### src/design/crlf_frame_deframer_defines.svh
// ----------------------------------------------------------------------------
// crlf_frame_deframer_defines.svh
// assertion macros shared by the deframer rtl
// ----------------------------------------------------------------------------
`ifndef CRLF_FRAME_DEFRAMER_DEFINES_SVH
`define CRLF_FRAME_DEFRAMER_DEFINES_SVH

`ifndef SYNTHESIS

// checked property, switched off while reset is high
`define CFD_ASSERT(lbl, clk, rst, prop, msg) \
  lbl: assert property (@(posedge clk) disable iff (rst) prop) else $error(msg);

// checked property that also holds around reset
`define CFD_ASSERT_ALWAYS(lbl, clk, prop, msg) \
  lbl: assert property (@(posedge clk) prop) else $error(msg);

`else

`define CFD_ASSERT(lbl, clk, rst, prop, msg)
`define CFD_ASSERT_ALWAYS(lbl, clk, prop, msg)

`endif

`endif

### src/design/crlffd_pkg.sv
// ----------------------------------------------------------------------------
// crlffd_pkg
// types, constants and result codes for the cr lf frame deframer
// ----------------------------------------------------------------------------
`default_nettype none

package crlffd_pkg;

  // frame buffer capacity in bytes
  localparam int BUFFER_BYTES = 32;
  localparam int PTR_W        = $clog2(BUFFER_BYTES);

  // field widths of a result item
  localparam int DATA_W = 8;
  localparam int POS_W  = 5;

  // delimiter characters
  localparam logic [DATA_W-1:0] CHAR_CR = 8'h0D;
  localparam logic [DATA_W-1:0] CHAR_LF = 8'h0A;

  // result codes
  localparam logic [1:0] EV_BYTE  = 2'd0;
  localparam logic [1:0] EV_DONE  = 2'd1;
  localparam logic [1:0] EV_ABORT = 2'd2;

  // one result item
  typedef struct packed {
    logic [1:0]        ev;
    logic [DATA_W-1:0] data;
    logic [POS_W-1:0]  pos;
    logic [POS_W-1:0]  len;
    logic              last;
  } res_t;

  // results caused by one input item
  typedef struct packed {
    logic [1:0] count;
    res_t       r0;
    res_t       r1;
  } parse_out_t;

endpackage

`default_nettype wire

### src/design/crlffd_parse.sv
// ----------------------------------------------------------------------------
// crlffd_parse
// framing state and per-byte result decode of the cr lf deframer
// ----------------------------------------------------------------------------
`default_nettype none

`include "crlf_frame_deframer_defines.svh"

module crlffd_parse (
  input  wire logic                          clk,
  input  wire logic                          rst,
  input  wire logic [crlffd_pkg::DATA_W-1:0] rx_byte,
  input  wire logic                          advance,
  output crlffd_pkg::parse_out_t             res
);

  typedef enum logic [1:0] {
    HUNT_CR = 2'd0,
    HUNT_LF = 2'd1,
    BODY    = 2'd2,
    BODY_CR = 2'd3
  } phase_t;

  localparam logic [crlffd_pkg::PTR_W-1:0] LIM_ONE =
    crlffd_pkg::PTR_W'(crlffd_pkg::BUFFER_BYTES - 1);
  localparam logic [crlffd_pkg::PTR_W-1:0] LIM_TWO =
    crlffd_pkg::PTR_W'(crlffd_pkg::BUFFER_BYTES - 2);

  phase_t                         phase;
  phase_t                         phase_next;
  logic [crlffd_pkg::PTR_W-1:0]   wr_pos;
  logic [crlffd_pkg::PTR_W-1:0]   wr_pos_next;
  logic [crlffd_pkg::PTR_W-1:0]   wr_pos_inc;
  logic                           is_cr;
  logic                           is_lf;

  assign is_cr      = (rx_byte == crlffd_pkg::CHAR_CR);
  assign is_lf      = (rx_byte == crlffd_pkg::CHAR_LF);
  assign wr_pos_inc = wr_pos + crlffd_pkg::PTR_W'(1);

  // decode of the results and next state for the current byte
  always_comb begin
    phase_next  = phase;
    wr_pos_next = wr_pos;
    res         = '0;
    case (phase)
      HUNT_CR: begin
        if (is_cr) begin
          phase_next = HUNT_LF;
        end
      end
      HUNT_LF: begin
        if (is_lf) begin
          phase_next  = BODY;
          wr_pos_next = '0;
        end else begin
          phase_next = HUNT_CR;
        end
      end
      BODY: begin
        if (is_cr) begin
          phase_next = BODY_CR;
        end else if (wr_pos < LIM_ONE) begin
          res.count   = 2'd1;
          res.r0.ev   = crlffd_pkg::EV_BYTE;
          res.r0.data = rx_byte;
          res.r0.pos  = crlffd_pkg::POS_W'(wr_pos);
          res.r0.last = 1'b1;
          wr_pos_next = wr_pos_inc;
        end else begin
          res.count   = 2'd1;
          res.r0.ev   = crlffd_pkg::EV_ABORT;
          res.r0.last = 1'b1;
          phase_next  = HUNT_CR;
        end
      end
      BODY_CR: begin
        if (is_lf) begin
          res.count   = 2'd1;
          res.r0.ev   = crlffd_pkg::EV_DONE;
          res.r0.len  = crlffd_pkg::POS_W'(wr_pos);
          res.r0.last = 1'b1;
          phase_next  = HUNT_CR;
        end else if (wr_pos < LIM_TWO) begin
          // stray cr inside the body goes out ahead of this byte
          res.count   = 2'd2;
          res.r0.ev   = crlffd_pkg::EV_BYTE;
          res.r0.data = crlffd_pkg::CHAR_CR;
          res.r0.pos  = crlffd_pkg::POS_W'(wr_pos);
          res.r1.ev   = crlffd_pkg::EV_BYTE;
          res.r1.data = rx_byte;
          res.r1.pos  = crlffd_pkg::POS_W'(wr_pos_inc);
          res.r1.last = 1'b1;
          wr_pos_next = wr_pos + crlffd_pkg::PTR_W'(2);
          phase_next  = BODY;
        end else begin
          res.count   = 2'd1;
          res.r0.ev   = crlffd_pkg::EV_ABORT;
          res.r0.last = 1'b1;
          phase_next  = HUNT_CR;
        end
      end
      default: begin
        phase_next = HUNT_CR;
      end
    endcase
  end

  // framing state
  always_ff @(posedge clk) begin
    if (rst) begin
      phase  <= HUNT_CR;
      wr_pos <= '0;
    end else if (advance) begin
      phase  <= phase_next;
      wr_pos <= wr_pos_next;
    end
  end

  // write position never passes the last buffer slot
  `CFD_ASSERT(a_pos_in_range, clk, rst, wr_pos <= LIM_ONE, "write position beyond capacity")
  // a frame can only complete from the cr-seen phase
  `CFD_ASSERT(a_done_after_cr, clk, rst,
    (res.count != 2'd0 && res.r0.ev == crlffd_pkg::EV_DONE) |-> phase == BODY_CR,
    "frame complete outside cr-seen phase")
  // nothing comes out while hunting
  `CFD_ASSERT(a_quiet_hunt, clk, rst,
    (phase == HUNT_CR || phase == HUNT_LF) |-> res.count == 2'd0,
    "result produced while hunting")

endmodule

`default_nettype wire

### src/design/crlf_frame_deframer.sv
// ----------------------------------------------------------------------------
// crlf_frame_deframer
// extracts cr lf delimited frames from a received byte stream
// ----------------------------------------------------------------------------
//   channel  direction  handshake             payload
//   in       input      in_valid / in_stall   rx_byte
//   out      output     out_valid / out_stall event_res, data_byte, position,
//                                             frame_length, last
//
// one byte is taken per cycle unless in_stall is high; a byte enters an input
// register, is decoded from there and its results land in a two-entry result
// queue. a stray cr inside a frame gives two results for the byte after it,
// but the cr itself gives none, so with the output free the queue keeps pace.
// a byte's results pass through the input register and the queue; the first
// waits longer once a pair has left a result waiting behind the head.
// rst is synchronous and clears the framing state, input register and queue.
// a stalled output keeps its item; the input stalls only when the queue lacks
// room for the results of the byte held in the input register.
// ----------------------------------------------------------------------------
`default_nettype none

`include "crlf_frame_deframer_defines.svh"

module crlf_frame_deframer (
  input  wire logic                              clk,
  input  wire logic                              rst,
  input  wire logic                              in_valid,
  output logic                                   in_stall,
  input  wire logic [crlffd_pkg::DATA_W-1:0]     rx_byte,
  output logic                                   out_valid,
  input  wire logic                              out_stall,
  output logic [1:0]                             event_res,
  output logic [crlffd_pkg::DATA_W-1:0]          data_byte,
  output logic [crlffd_pkg::POS_W-1:0]           position,
  output logic [crlffd_pkg::POS_W-1:0]           frame_length,
  output logic                                   last
);

  logic                            in_vld;
  logic [crlffd_pkg::DATA_W-1:0]   in_byte;
  crlffd_pkg::parse_out_t          dec;
  crlffd_pkg::res_t                q0;
  crlffd_pkg::res_t                q1;
  crlffd_pkg::res_t                base0;
  logic [1:0]                      cnt;
  logic [1:0]                      cnt_next;
  logic [1:0]                      cnt_pop;
  logic [2:0]                      fill;
  logic                            pop;
  logic                            go;
  logic                            take;

  // byte decode and framing state
  crlffd_parse u_parse (
    .clk     (clk),
    .rst     (rst),
    .rx_byte (in_byte),
    .advance (go),
    .res     (dec)
  );

  // queue room check
  assign pop     = (cnt != 2'd0) && !out_stall;
  assign cnt_pop = cnt - {1'b0, pop};
  assign fill    = {1'b0, cnt_pop} + {1'b0, dec.count};
  assign go      = in_vld && (fill <= 3'd2);
  assign base0   = pop ? q1 : q0;

  assign in_stall = in_vld && !go;
  assign take     = in_valid && !in_stall;

  // input register
  always_ff @(posedge clk) begin
    if (rst) begin
      in_vld <= 1'b0;
    end else if (take) begin
      in_vld <= 1'b1;
    end else if (go) begin
      in_vld <= 1'b0;
    end
  end

  always_ff @(posedge clk) begin
    if (take) begin
      in_byte <= rx_byte;
    end
  end

  // result queue count
  always_comb begin
    cnt_next = cnt_pop;
    if (go) begin
      cnt_next = fill[1:0];
    end
  end

  always_ff @(posedge clk) begin
    if (rst) begin
      cnt <= 2'd0;
    end else begin
      cnt <= cnt_next;
    end
  end

  // result queue entries: shift on pop, append decoded results behind
  always_ff @(posedge clk) begin
    if (go && cnt_pop == 2'd0) begin
      q0 <= dec.r0;
      q1 <= dec.r1;
    end else begin
      q0 <= base0;
      if (go && cnt_pop == 2'd1) begin
        q1 <= dec.r0;
      end
    end
  end

  // output port
  assign out_valid    = (cnt != 2'd0);
  assign event_res    = q0.ev;
  assign data_byte    = q0.data;
  assign position     = q0.pos;
  assign frame_length = q0.len;
  assign last         = q0.last;

  // queue never holds more than two results
  `CFD_ASSERT_ALWAYS(a_cnt_max, clk, rst || cnt <= 2'd2, "result queue overfilled")
  // a head result that is not last has its partner behind it
  `CFD_ASSERT(a_pair_kept, clk, rst, (out_valid && !last) |-> cnt == 2'd2,
    "first of a pair without its partner")
  // a held output never loses queue entries
  `CFD_ASSERT(a_hold_count, clk, rst, (out_valid && out_stall) |=> cnt >= $past(cnt),
    "queue shrank while output stalled")

endmodule

`default_nettype wire
### config.mk
export PLATFORM = sky130hd
export DESIGN_NAME = crlf_frame_deframer
export DESIGN_NICKNAME = d
export VERILOG_FILES = /design/src/design/crlffd_pkg.sv /design/src/design/crlffd_parse.sv /design/src/design/crlf_frame_deframer.sv
export VERILOG_INCLUDE_DIRS = /design/src /design/src/design
export SDC_FILE = /design/constraint.sdc
export NUM_CORES = 1
export LEC_CHECK = 0
export BUFFER_PORTS_ARGS = -buffer_cell sky130_fd_sc_hd__buf_2
export CAP_MARGIN = 15
export CORE_ASPECT_RATIO = 2
export CORE_UTILIZATION = 30
export DETAILED_ROUTE_END_ITERATION = 7
export PLACE_DENSITY_LB_ADDON = 0.1
export SETUP_SLACK_MARGIN = 0.1
export SYNTH_ARGS = -nofsm -noshare
export SYNTH_HDL_FRONTEND = slang
export SYNTH_SLANG_ARGS = --single-unit
### constraint.sdc
create_clock -name clk -period 8.4 [get_ports clk]
set_input_delay 0 -clock clk [delete_from_list [all_inputs] [get_ports clk]]
set_output_delay 0 -clock clk [all_outputs]
set_load 0.03 [all_outputs]
**Yosys cells after proc, flatten, opt, wreduce, memory -nomap -nowiden**

Index checks and enable logic that the tools add are counted.

- Reduce and logical (&&, ||, !) cells: 18
- Mux-type cells: 40
- $add $sub $neg: 4
- $lt $le $gt $ge: 3
- Eq/ne operators: 13

Operator list:

| operator | count |
|---|---|
| 2-to-1 mux 21 bit | 4 |
| 2-to-1 mux 13 bit | 3 |
| 2-to-1 mux 5 bit | 7 |
| one-hot mux 17 bit (2 select lines) | 1 |
| 2-to-1 mux 15 bit | 2 |
| equality test 8 x 4 -> 1 bit (second input constant) | 2 |
| 2-to-1 mux 16 bit | 1 |
| 2-to-1 mux 2 bit | 8 |
| one-hot mux 5 bit (3 select lines) | 1 |
| less-than comparator 5 bit (second input constant) | 2 |
| 2-to-1 mux 9 bit | 1 |
| 2-to-1 mux 1 bit | 8 |
| 2-to-1 mux 4 bit | 2 |
| != test 2 x 1 -> 1 bit (second input constant) | 4 |
| one-hot mux 2 bit (4 select lines) | 1 |
| nonzero test 2 bit | 4 |
| AND reduction 7 bit | 1 |
| logical AND 1 bit | 6 |
| adder 5 x 1 -> 5 bit (second input constant) | 1 |
| adder 5 x 2 -> 5 bit (second input constant) | 1 |
| equality test 2 x 1 -> 1 bit (second input constant) | 2 |
| equality test 2 bit (second input constant) | 2 |
| zero test 2 bit | 2 |
| != test 2 bit (second input constant) | 2 |
| 8 further kinds | 10 |

- Input port bits: 12
- Register bits: 60
- Output and inout port bits: 23
- Logic and storage cells: 93

**Longest topological paths before layout**

Gate-level depths: netlist (run 1).

- Word-level depth: 12
- Gate-level depth with buffers: 18
- Gate-level depth less buffers: 15

**By module**

Synthesis (run 1) repeated with hierarchy kept, for this count alone.

- Cell total of the unflattened synthesis: 268
- Area total of the unflattened synthesis: 3515.9 um^2

Modules (own cells, without submodules):

| module | area an instance (um^2) | cells an instance | sequential area each (um^2) | instances |
|---|---|---|---|---|
| crlf_frame_deframer | 2417.3 | 124 | 1561.5 | 1 |
| crlffd_parse | 1098.6 | 144 | 140.1 | 1 |

**Worst setup path after synthesis (run 1)**

OpenSTA, ideal clock, no wires.

- Kind: register -> register
- Start: register in_byte[7] (netlist bit)
- End: register q0 (netlist bit data_byte[0]), enable pin
- Required time: 7.875 ns
- Stages on the path, launching flop included: 17
- Buffers on the path: 3
- Arrival time: 3.735 ns
- Clock period less this slack: 4.260 ns
- Slack: 4.140 ns
- Setup time: 0.525 ns
- Cell sequence: edfxtp_1 > nor4_4 > nand3_2 > o221ai_1 > inv_1 > ha_1 > inv_1 > fa_1 > nand2b_1 > nor2b_1 > buf_2 > nand2_2 > inv_1 > nand2_1 > buf_2 > buf_2 > o21ai_0

- Cells in the longest elaborated chain, start to end: 8
- Elaborated cells between the ends (all ways): 10
- Classes of those cells: add/sub: 1; order compare: 1; eq/ne: 2; mux: 3; reduce/logical: 3

RTL lines:

| item | line | RTL |
|---|---|---|
| start, declared | crlf_frame_deframer.sv:40 | `logic [crlffd_pkg::DATA_W-1:0] in_byte;` |
| start signal, assigned | crlf_frame_deframer.sv:85 | `in_byte <= rx_byte;` |
| equality test 8 x 4 -> 1 bit, on equally long branches | crlffd_parse.sv:38, crlffd_parse.sv:37 |  |
| 2-to-1 mux 4 bit / 2-to-1 mux 16 bit (equally long branches) | crlffd_parse.sv:78, crlffd_parse.sv:61 |  |
| one-hot mux 17 bit (2 select lines) (*) | crlffd_parse.sv:46 | `case (phase)` |
| adder 2 x 2 -> 3 bit (*) | crlf_frame_deframer.sv:65 | `assign fill = {1'b0, cnt_pop} + {1'b0, dec.count};` |
| less-or-equal comparator 3 x 2 -> 1 bit (*) | crlf_frame_deframer.sv:66 | `assign go = in_vld && (fill <= 3'd2);` |
| logical AND 1 bit (*) | crlf_frame_deframer.sv:66 |  |
| logical AND 1 bit (*) | crlf_frame_deframer.sv:107 | `if (go && cnt_pop == 2'd0) begin` |
| nonzero test 2 bit (no source line) (*) | -- |  |
| end signal, assigned | crlf_frame_deframer.sv:108 | `q0 <= dec.r0;` |
| end signal, assigned | crlf_frame_deframer.sv:111 | `q0 <= base0;` |
| end, declared | crlf_frame_deframer.sv:42 | `crlffd_pkg::res_t q0;` |

Mark *: on every way between the ends. The rest lies on a longest branch, timed or not.
A chain may end at the register's enable or synchronous reset.

**Worst setup path in the final report (run 1)**

- Start: register u_parse.phase[0]
- End: register q0 (netlist bit position[2]), enable pin

- Cells in the longest elaborated chain, start to end: 7
- Elaborated cells between the ends (all ways): 8
- Classes of those cells: add/sub: 1; order compare: 1; eq/ne: 2; mux: 1; reduce/logical: 3

RTL lines:

| item | line | RTL |
|---|---|---|
| start, declared | crlffd_parse.sv:29 | `phase_t phase;` |
| start signal, assigned | crlffd_parse.sv:115 | `phase <= phase_next;` |
| equality test 2 bit | crlffd_parse.sv:46 |  |
| one-hot mux 17 bit (2 select lines) (*) | crlffd_parse.sv:46 |  |
| adder 2 x 2 -> 3 bit (*) | crlf_frame_deframer.sv:65 |  |
| less-or-equal comparator 3 x 2 -> 1 bit (*) | crlf_frame_deframer.sv:66 |  |
| logical AND 1 bit (*) | crlf_frame_deframer.sv:66 |  |
| logical AND 1 bit (*) | crlf_frame_deframer.sv:107 |  |
| nonzero test 2 bit (no source line) (*) | -- |  |

Marked as above.

==> results of run 1 <==
[timing repair]
action | in CTS | in global routing
endpoints found under the hold margin | 12 | 0
hold buffers | 10 | 0
buffers inserted | 0 | 0
[power by group through the flow]
stage	sequential (mW)	clock (mW)	combinational [mW]
after floorplan	0.443	0	0.0773
after global placement	0.391	0	0.177
after detailed placement	0.391	0	0.179
after CTS	0.385	0.390	0.183
after global routing	0.389	0.405	0.195
final	0.385	0.383	0.179
[kinds of logic after synthesis]
| kind of cell | synth area share (%) |
|---|---|
| adders and majority gates | 2.378 |
| and+or+nand+nor | 18.39 |
| AOI/OAI and AO/OA | 16.31 |
| muxes | 1.741 |
| DFF | 56.05 |
| buffers and inverters | 4.246 |
| xor gates and xnor gates | 0.8919 |
[sequential cells by signal, summed over array words and instances, names as in the netlist]
name            flops
in_byte             8
position            5
u_parse.wr_pos      5
cnt                 2
last                1
data_byte           8
u_parse.phase       2
q1                 21
event_res           2
frame_length        5
in_vld              1
[layout by cell type, fill, tap and decap left out, drive strengths merged, types with 2 or more instances in the layout]
cell type | netlist | routed
ha | 4 | 4
a22o | 10 | 10
buf | 8 | 36
nand4 | 3 | 3
nand2 | 47 | 47
clkbuf | 10 | 10
dlygate4sd3 | 0 | 10
dfxtp | 15 | 15
bufinv | 0 | 2
and3b | 2 | 2
xnor2 | 2 | 2
nand3 | 11 | 11
edfxtp | 45 | 45
nor2 | 16 | 16
inv | 10 | 10
and4 | 2 | 2
nand3b | 2 | 2
nor3 | 2 | 2
mux2i | 4 | 4
nor2b | 4 | 4
and3 | 6 | 6
o21ai | 30 | 30
a21oi | 7 | 7
a211oi | 2 | 2
o221ai | 3 | 3
a31oi | 4 | 4
clkinv | 1 | 4
o211ai | 3 | 3
[synthesized netlist by cell type, types with 6 or more instances]
| cell | n |
|---|---|
| nand2_1 | 46 |
| edfxtp_1 | 45 |
| o21ai_0 | 30 |
| nor2_1 | 16 |
| dfxtp_1 | 15 |
| a22o_1 | 10 |
| clkbuf_1 | 10 |
| inv_1 | 10 |
| nand3_1 | 10 |
| a21oi_1 | 7 |
| buf_2 | 7 |
| and3_1 | 6 |
[stage by stage]
step                      total power [mW]  setup WS [ps]  instance area (sq um)  hold slack, ps
after detailed placement            0.5697           3550                   3214           178.6
after global placement              0.5672           3670                   3214           179.4
after floorplan                     0.5199           4140                   2947           69.07
final                               0.9471           3605                   3622           311.2
after global routing                0.9896           3168                   3622           350.8
after CTS                           0.9579           3545                   3622           341.1
[layout make-up]
cell class	instances	area, sq um	area share (%)
clock inverter	6	78.83	2.176
multi-input combinational	189	1174	32.40
timing repair buffer	46	285.3	7.876
inverter	11	41.29	1.140
clock buffer	10	229.0	6.321
tap	130	162.7	4.491
sequential	60	1652	45.60
[worst reg2reg max path: cells and delay by family, from the launching register on]
family,cells,cell delay [ps]
buffers and inverters,4,820
AO/OA/AOI/OAI,1,410
AND/OR/NAND/NOR,6,1920
flip-flops,1,660
adder cells (fa/ha/maj),1,590
[worst max path at each step]
| stage | start | cells after the start | slack, ps | endpoint |
|---|---|---|---|---|
| 2_1_floorplan | in_byte[7] | 16 | 4140 | data_byte[0] |
| 3_3_place_gp | u_parse.phase[0] | 12 | 3670 | frame_length[1] |
| 3_5_place_dp | u_parse.phase[0] | 12 | 3550 | frame_length[2] |
| 4_1_cts | u_parse.phase[0] | 12 | 3540 | frame_length[2] |
| 5_1_grt | u_parse.phase[0] | 12 | 3170 | frame_length[4] |
| 6_report | u_parse.phase[0] | 12 | 3610 | position[2] |
[metal layers]
metal / wire [um] / GRT usage, % / vias to the layer above
li1: - / - / 1112
met1: 2670 / 15.05 / 1039
met2: 3506 / 24.30 / 60
met3: 201 / 3.895 / 19
met4: 314 / 9.598 / 0
met5: 0 / 0 / -
==> impl_metrics.yaml, run 1 <==
run_status:
  status: "finished, final reports clean"
floorplanning:
  initial_core_util_pct: 31.19
  die_area_sq_um: 10250
  io_pins: 35
  row_count: 50
  die_w_um: 72.08
  dieHeight_um: 142.2
  core_area_sq_um: 9447
pwr:
  p_switching_mw: 0.2717
  ir_drop_uv: 96.80
  power_leakage_nw: 1.326
  seq_power_share_pct: 40.6
  power_frac_clock_pct: 40.5
  p_int_mw: 0.6754
  swShare_pct: 28.69
  power_per_cell_area_nw_per_um2: 261.5
  combPwrFrac_pct: 18.9
route:
  vias: 2230
  antenna_left: 0
  wl_per_cell_um: 14.81
  route.detailed.drc: 0
  drtIter0Drc: 143
  drt-total-wl_um: 6692
  first_pass_iters: 4
  via_per_inst: 4.934
worst_setup_path:
  crit_type: "reg2reg"
  cp_top_family: "simple AND/OR/NAND/NOR gates"
  crit_required_ps: 8340
  startpoint_type: "flop"
  cp_max_fo: 38
  worst-path-buf-inv: 4
  rr_worst_depth: 12
  max_stage_delay_ps: 730
  worst_path_max_delay_cell: "and3b_1"
  cp.arrival_ps: 4740
  worstSetupEndpointType: "flop"
  r2r_start: "u_parse.phase[0]"
  r2r_slack_ps: 3610
  path_cells: "nand2_1 -> and3b_1 -> inv_1 -> fa_1 -> nand2b_1 -> nor2b_1 -> nand2_2 -> inv_1 -> buf_4 -> nand2_1 -> buf_4 -> o21ai_2"
  worstReg2RegEnd: "position[2]"
finish:
  antenna_cells: 0
  nFillCells: 951
  final_nets: 334
  drive_gt1_share_pct: 18.01
  fin_util_pct: 38.34
  fin_cells: 452
  synthToLayoutAreaGrowth_pct: 22.93
timing:
  fin_crit_sh_pct: 57.08
  fin_skew_ps: 7.524
  worstMarginPinSlew_ps: 992.8
  hold_viol: 0
  grt_setup_unrepaired: "false"
  relSlewSlack_pct: 33.80
  tns_ps: 0
  period_minus_slack_ps: 4795
  fmax_mhz: 208.6
  setup_violations: 0
  drv_slew: 0
placed_design:
  gp_congestion: 0.8013
  io_buffers: 34
  place_inst: 426
  dpl.hpwl_um: 4866
global_routing:
  grtUsageTotal_pct: 14.30
  grt.overflow.total: 0
  antenna_found_initial: 0
  grt_pass1_vias: 2179
  grt_pass1_wl_um: 10760
  grt_max_degree: 39
logic_synthesis:
  ys_ff_latch: 60
  yosys_most_used_dff: "edfxtp_1"
  synth_cell_types: 56
  synth_warnings: 0
  synth_top_area_share_pct: 45.86
  synth_async_sr_flop_share_pct: 0
  synth_fp_nets: 295
  syn_avg_cell_area_sq_um: 10.60
  yosys.area.top_type: "edfxtp_1"
  synth_edf_count: 45
  netlist_instances: 278
  netlist_area_sq_um: 2947
  ys_seq_area_share_pct: 56.05
  synth.area.top_cells: "edfxtp_1 46%, dfxtp_1 10%, nand2_1 5.9%, o21ai_0 5.1%, a22o_1 3.0%"
cts:
  clock-root-buffer: "clkbuf_16"
  clk_pin_slew_ps: 50
  cts_num_sinks: 60
  ctsHtreeMaxLevel: 3
  cts_buffers: 9
  cts.repair.resized: 0
  clk_latency_ps: 330
  cts_tree: "yes"
  clockBufferDepth: 2
hold_path:
  holdCritStartpoint: "out_stall"
  hold_end: "data_byte[5]"
  hp-class: "in2reg"
  min_path_cells: 2
run:
  drv_cap: 0
Note: power is estimated with default switching activity, not from simulation.
==> inputs of run 2 (changes only) <==
--- a/config.mk
+++ b/config.mk
@@ -6,6 +6,7 @@
 export SDC_FILE = /design/constraint.sdc
 export NUM_CORES = 1
 export LEC_CHECK = 0
+export ABC_AREA = 1
 export BUFFER_PORTS_ARGS = -buffer_cell sky130_fd_sc_hd__buf_2
 export CAP_MARGIN = 15
 export CORE_ASPECT_RATIO = 2
==> constraint.sdc (replaced) <==
create_clock -name clk -period 4 [get_ports clk]
set_input_delay 0 -clock clk [delete_from_list [all_inputs] [get_ports clk]]
set_output_delay 0 -clock clk [all_outputs]
set_load 0.03 [all_outputs]
==> run 2 against run 1 <==
Worst setup slack worse by 3100 ps. Register-to-register slack got worse by 3100 ps. Largest cell class unchanged. Global-route usage down 0.17 points. Wire length decreased by 3.1%. Design area increased by 5.4%. Critical endpoint is now q1[17].
==> impl_metrics.yaml, run 2 <==
global_routing:
  grt_pass1_vias: 2206
  grt_max_degree: 34
  grtUsageTotal_pct: 14.14
  grt.overflow.total: 0
  antenna_found_initial: 0
  grt_pass1_wl_um: 10870
pwr:
  seq_power_share_pct: 39.0
  power_frac_clock_pct: 40.4
  combPwrFrac_pct: 20.6
  swShare_pct: 30.07
  p_switching_mw: 0.6245
  ir_drop_uv: 218.3
  p_int_mw: 1.453
  power_per_cell_area_nw_per_um2: 543.9
  power_leakage_nw: 1.636
logic_synthesis:
  synth_async_sr_flop_share_pct: 0
  yosysMostFrequentCell: "nand2_1"
  yosys_most_used_dff: "edfxtp_1"
  yosys.area.top_type: "edfxtp_1"
  synth_common_cells: "105 x nand2_1, 45 x edfxtp_1, 27 x inv_1"
  ys_ff_latch: 60
  ys_seq_area_share_pct: 54.08
  synth_top_area_share_pct: 44.24
  netlist_area_sq_um: 3054
  netlist_instances: 324
  syn_avg_cell_area_sq_um: 9.426
  synth.area.top_cells: "edfxtp_1 44%, nand2_1 13%, dfxtp_1 9.8%, inv_1 3.3%, nor2_4 2.6%"
  synth_cell_types: 37
  synth_edf_count: 45
  synth_warnings: 0
  synth_fp_nets: 341
finish:
  antenna_cells: 0
  nFillCells: 1039
  largest_reg_flops: 21
  drive_gt1_share_pct: 28.72
  seqCellArea_sq_um: 1652
  final_cell_mix: "105 x nand2_1, 45 x edfxtp_1, 34 x buf_2, 27 x inv_1, 15 x dfxtp_1"
  multi_input_area_sq_um: 1215
  final_nets: 395
  layout_commonest_cell: "nand2_1"
  stdcell_area_sq_um: 3819
  synthToLayoutAreaGrowth_pct: 25.03
  regMostFlops: "q1"
worst_setup_path:
  crit_required_ps: 4080
  crit_type: "reg2reg"
  cp_max_fo: 33
  cp.arrival_ps: 3580
  worstSetupEndpointType: "flop"
  startpoint_type: "flop"
cts:
  cts_tree: "yes"
  clockBufferDepth: 2
  clk_latency_ps: 330
  cts_buffers: 9
  post-cts-setup-buffers: 0
  clock-root-buffer: "clkbuf_16"
  cts_num_sinks: 60
  clk_pin_slew_ps: 60
  ctsHtreeMaxLevel: 3
timing:
  setup_violations: 0
  fin_skew_ps: 7.271
  setup_ws_ps: 504.6
  relSlewSlack_pct: 58.84
  worstMarginPinSlew_ps: 615.1
  drv_slew: 0
  fmax_mhz: 286.1
  period_minus_slack_ps: 3495
  hold_viol: 0
  grt_setup_unrepaired: "false"
  fin_crit_sh_pct: 87.39
  tns_ps: 0
placed_design:
  gp_congestion: 0.7943
  dpl.hpwl_um: 5221
  preCtsSetupSlack_ps: 269.2
  io_buffers: 34
  place_area_sq_um: 3388
floorplanning:
  initial_core_util_pct: 31.08
  row_count: 51
  io_pins: 35
  die_w_um: 73.35
  die_area_sq_um: 10610
  core_area_sq_um: 9827
  dieHeight_um: 144.7
run_status:
  status: "finished, final reports clean"
route:
  route.detailed.drc: 0
  via_per_inst: 4.280
  antenna_left: 0
  wl_per_cell_um: 12.59
  first_pass_iters: 4
  drtIter0Drc: 95
  drt-total-wl_um: 6484
  vias: 2204
hold_path:
  hp-class: "in2reg"
run:
  drv_cap: 0
==> run 2: cell count changes after synthesis, sizes merged, moves of 4 or more <==
cell	before	now
inv	10	41
a22o	10	0
and3	6	1
nor2b	4	0
a31oi	4	0
o31ai	0	5
nand3	11	18
buf	8	4
o21ai	30	24
clkbuf	10	1
nand2	47	110
mux2i	4	0
nor2	16	33
==> run 2: routing by layer <==
metal,vias up,part of all wire (%),track usage [%]
met3,9,2.5,3.393
met1,991,38,13.81
met2,33,57,26.27
met4,0,2.2,8.097
met5,-,0,0
li1,1171,-,-
==> run 2: power by group through the flow <==
stage	combinational, mW	sequential, mW	clock, mW
after detailed placement	0.426	0.825	0
after global routing	0.468	0.819	0.889
after floorplan	0.204	0.939	0
final	0.428	0.809	0.840
after CTS	0.434	0.812	0.857
after global placement	0.424	0.822	0
==> run 2: cell families (layout without fill, tap and decap cells) <==
family	count (synthesis)	after routing	synth area share, %
flops	60	60	54.08
compound gates	38	38	7.743
buf+inv	47	106	6.309
xor+xnor	3	3	1.106
fa+ha+maj	5	5	2.294
simple gates	171	171	28.47
==> run 2: timing repair <==
item,4_1_cts,5_1_grt
endpoints found under the hold margin,10,0
hold buffers,10,0
setup endpoints to repair,0,24
resized for setup,0,2
==> run 2: final cells by class <==
| cell class | count | area share (%) |
|---|---|---|
| clock inverter | 7 | 2.621 |
| inverter | 42 | 4.227 |
| timing repair buffer | 48 | 7.864 |
| clock buffer | 9 | 5.898 |
| tap | 132 | 4.325 |
| multi-input combinational | 217 | 31.82 |
| sequential | 60 | 43.25 |
==> run 2: worst paths after layout <==
| kind | cells after the start | start | endpoint | slack, ps |
|---|---|---|---|---|
| max | 20 | in_byte[4] | q1[17] | 500 |
| min | 3 | in_valid | in_byte[2] | 180 |
| max reg2reg | 20 | in_byte[4] | q1[17] | 500 |
| min reg2reg | 2 | q1[1] | q1[1] | 460 |
==> run 2: stage by stage <==
stage	instances	total power, mW	utilization (%)	hold slack (ps)
after floorplan	324	1.144	-	69.07
after global placement	489	1.246	34.48	179.4
after detailed placement	489	1.251	34.48	178.6
after CTS	515	2.103	38.81	183.8
after global routing	515	2.176	38.86	202.4
final	515	2.077	38.86	177.9
==> run 2: critical path: stages (launching register included) <==
cell      delay (ps)
edfxtp_1         390
inv_1            120
nand2_1          100
nor2_4           180
nand2_2          150
nor2_4           170
inv_1            100
nand3_1          160
ha_1             180
inv_1             50
fa_1             460
inv_2             80
nand2_2           60
nand3_2          110
inv_2             70
nand2_4          140
nor2_4            70
inv_4            280
nor2_8            80
nor2_4           240
nor2_2            50
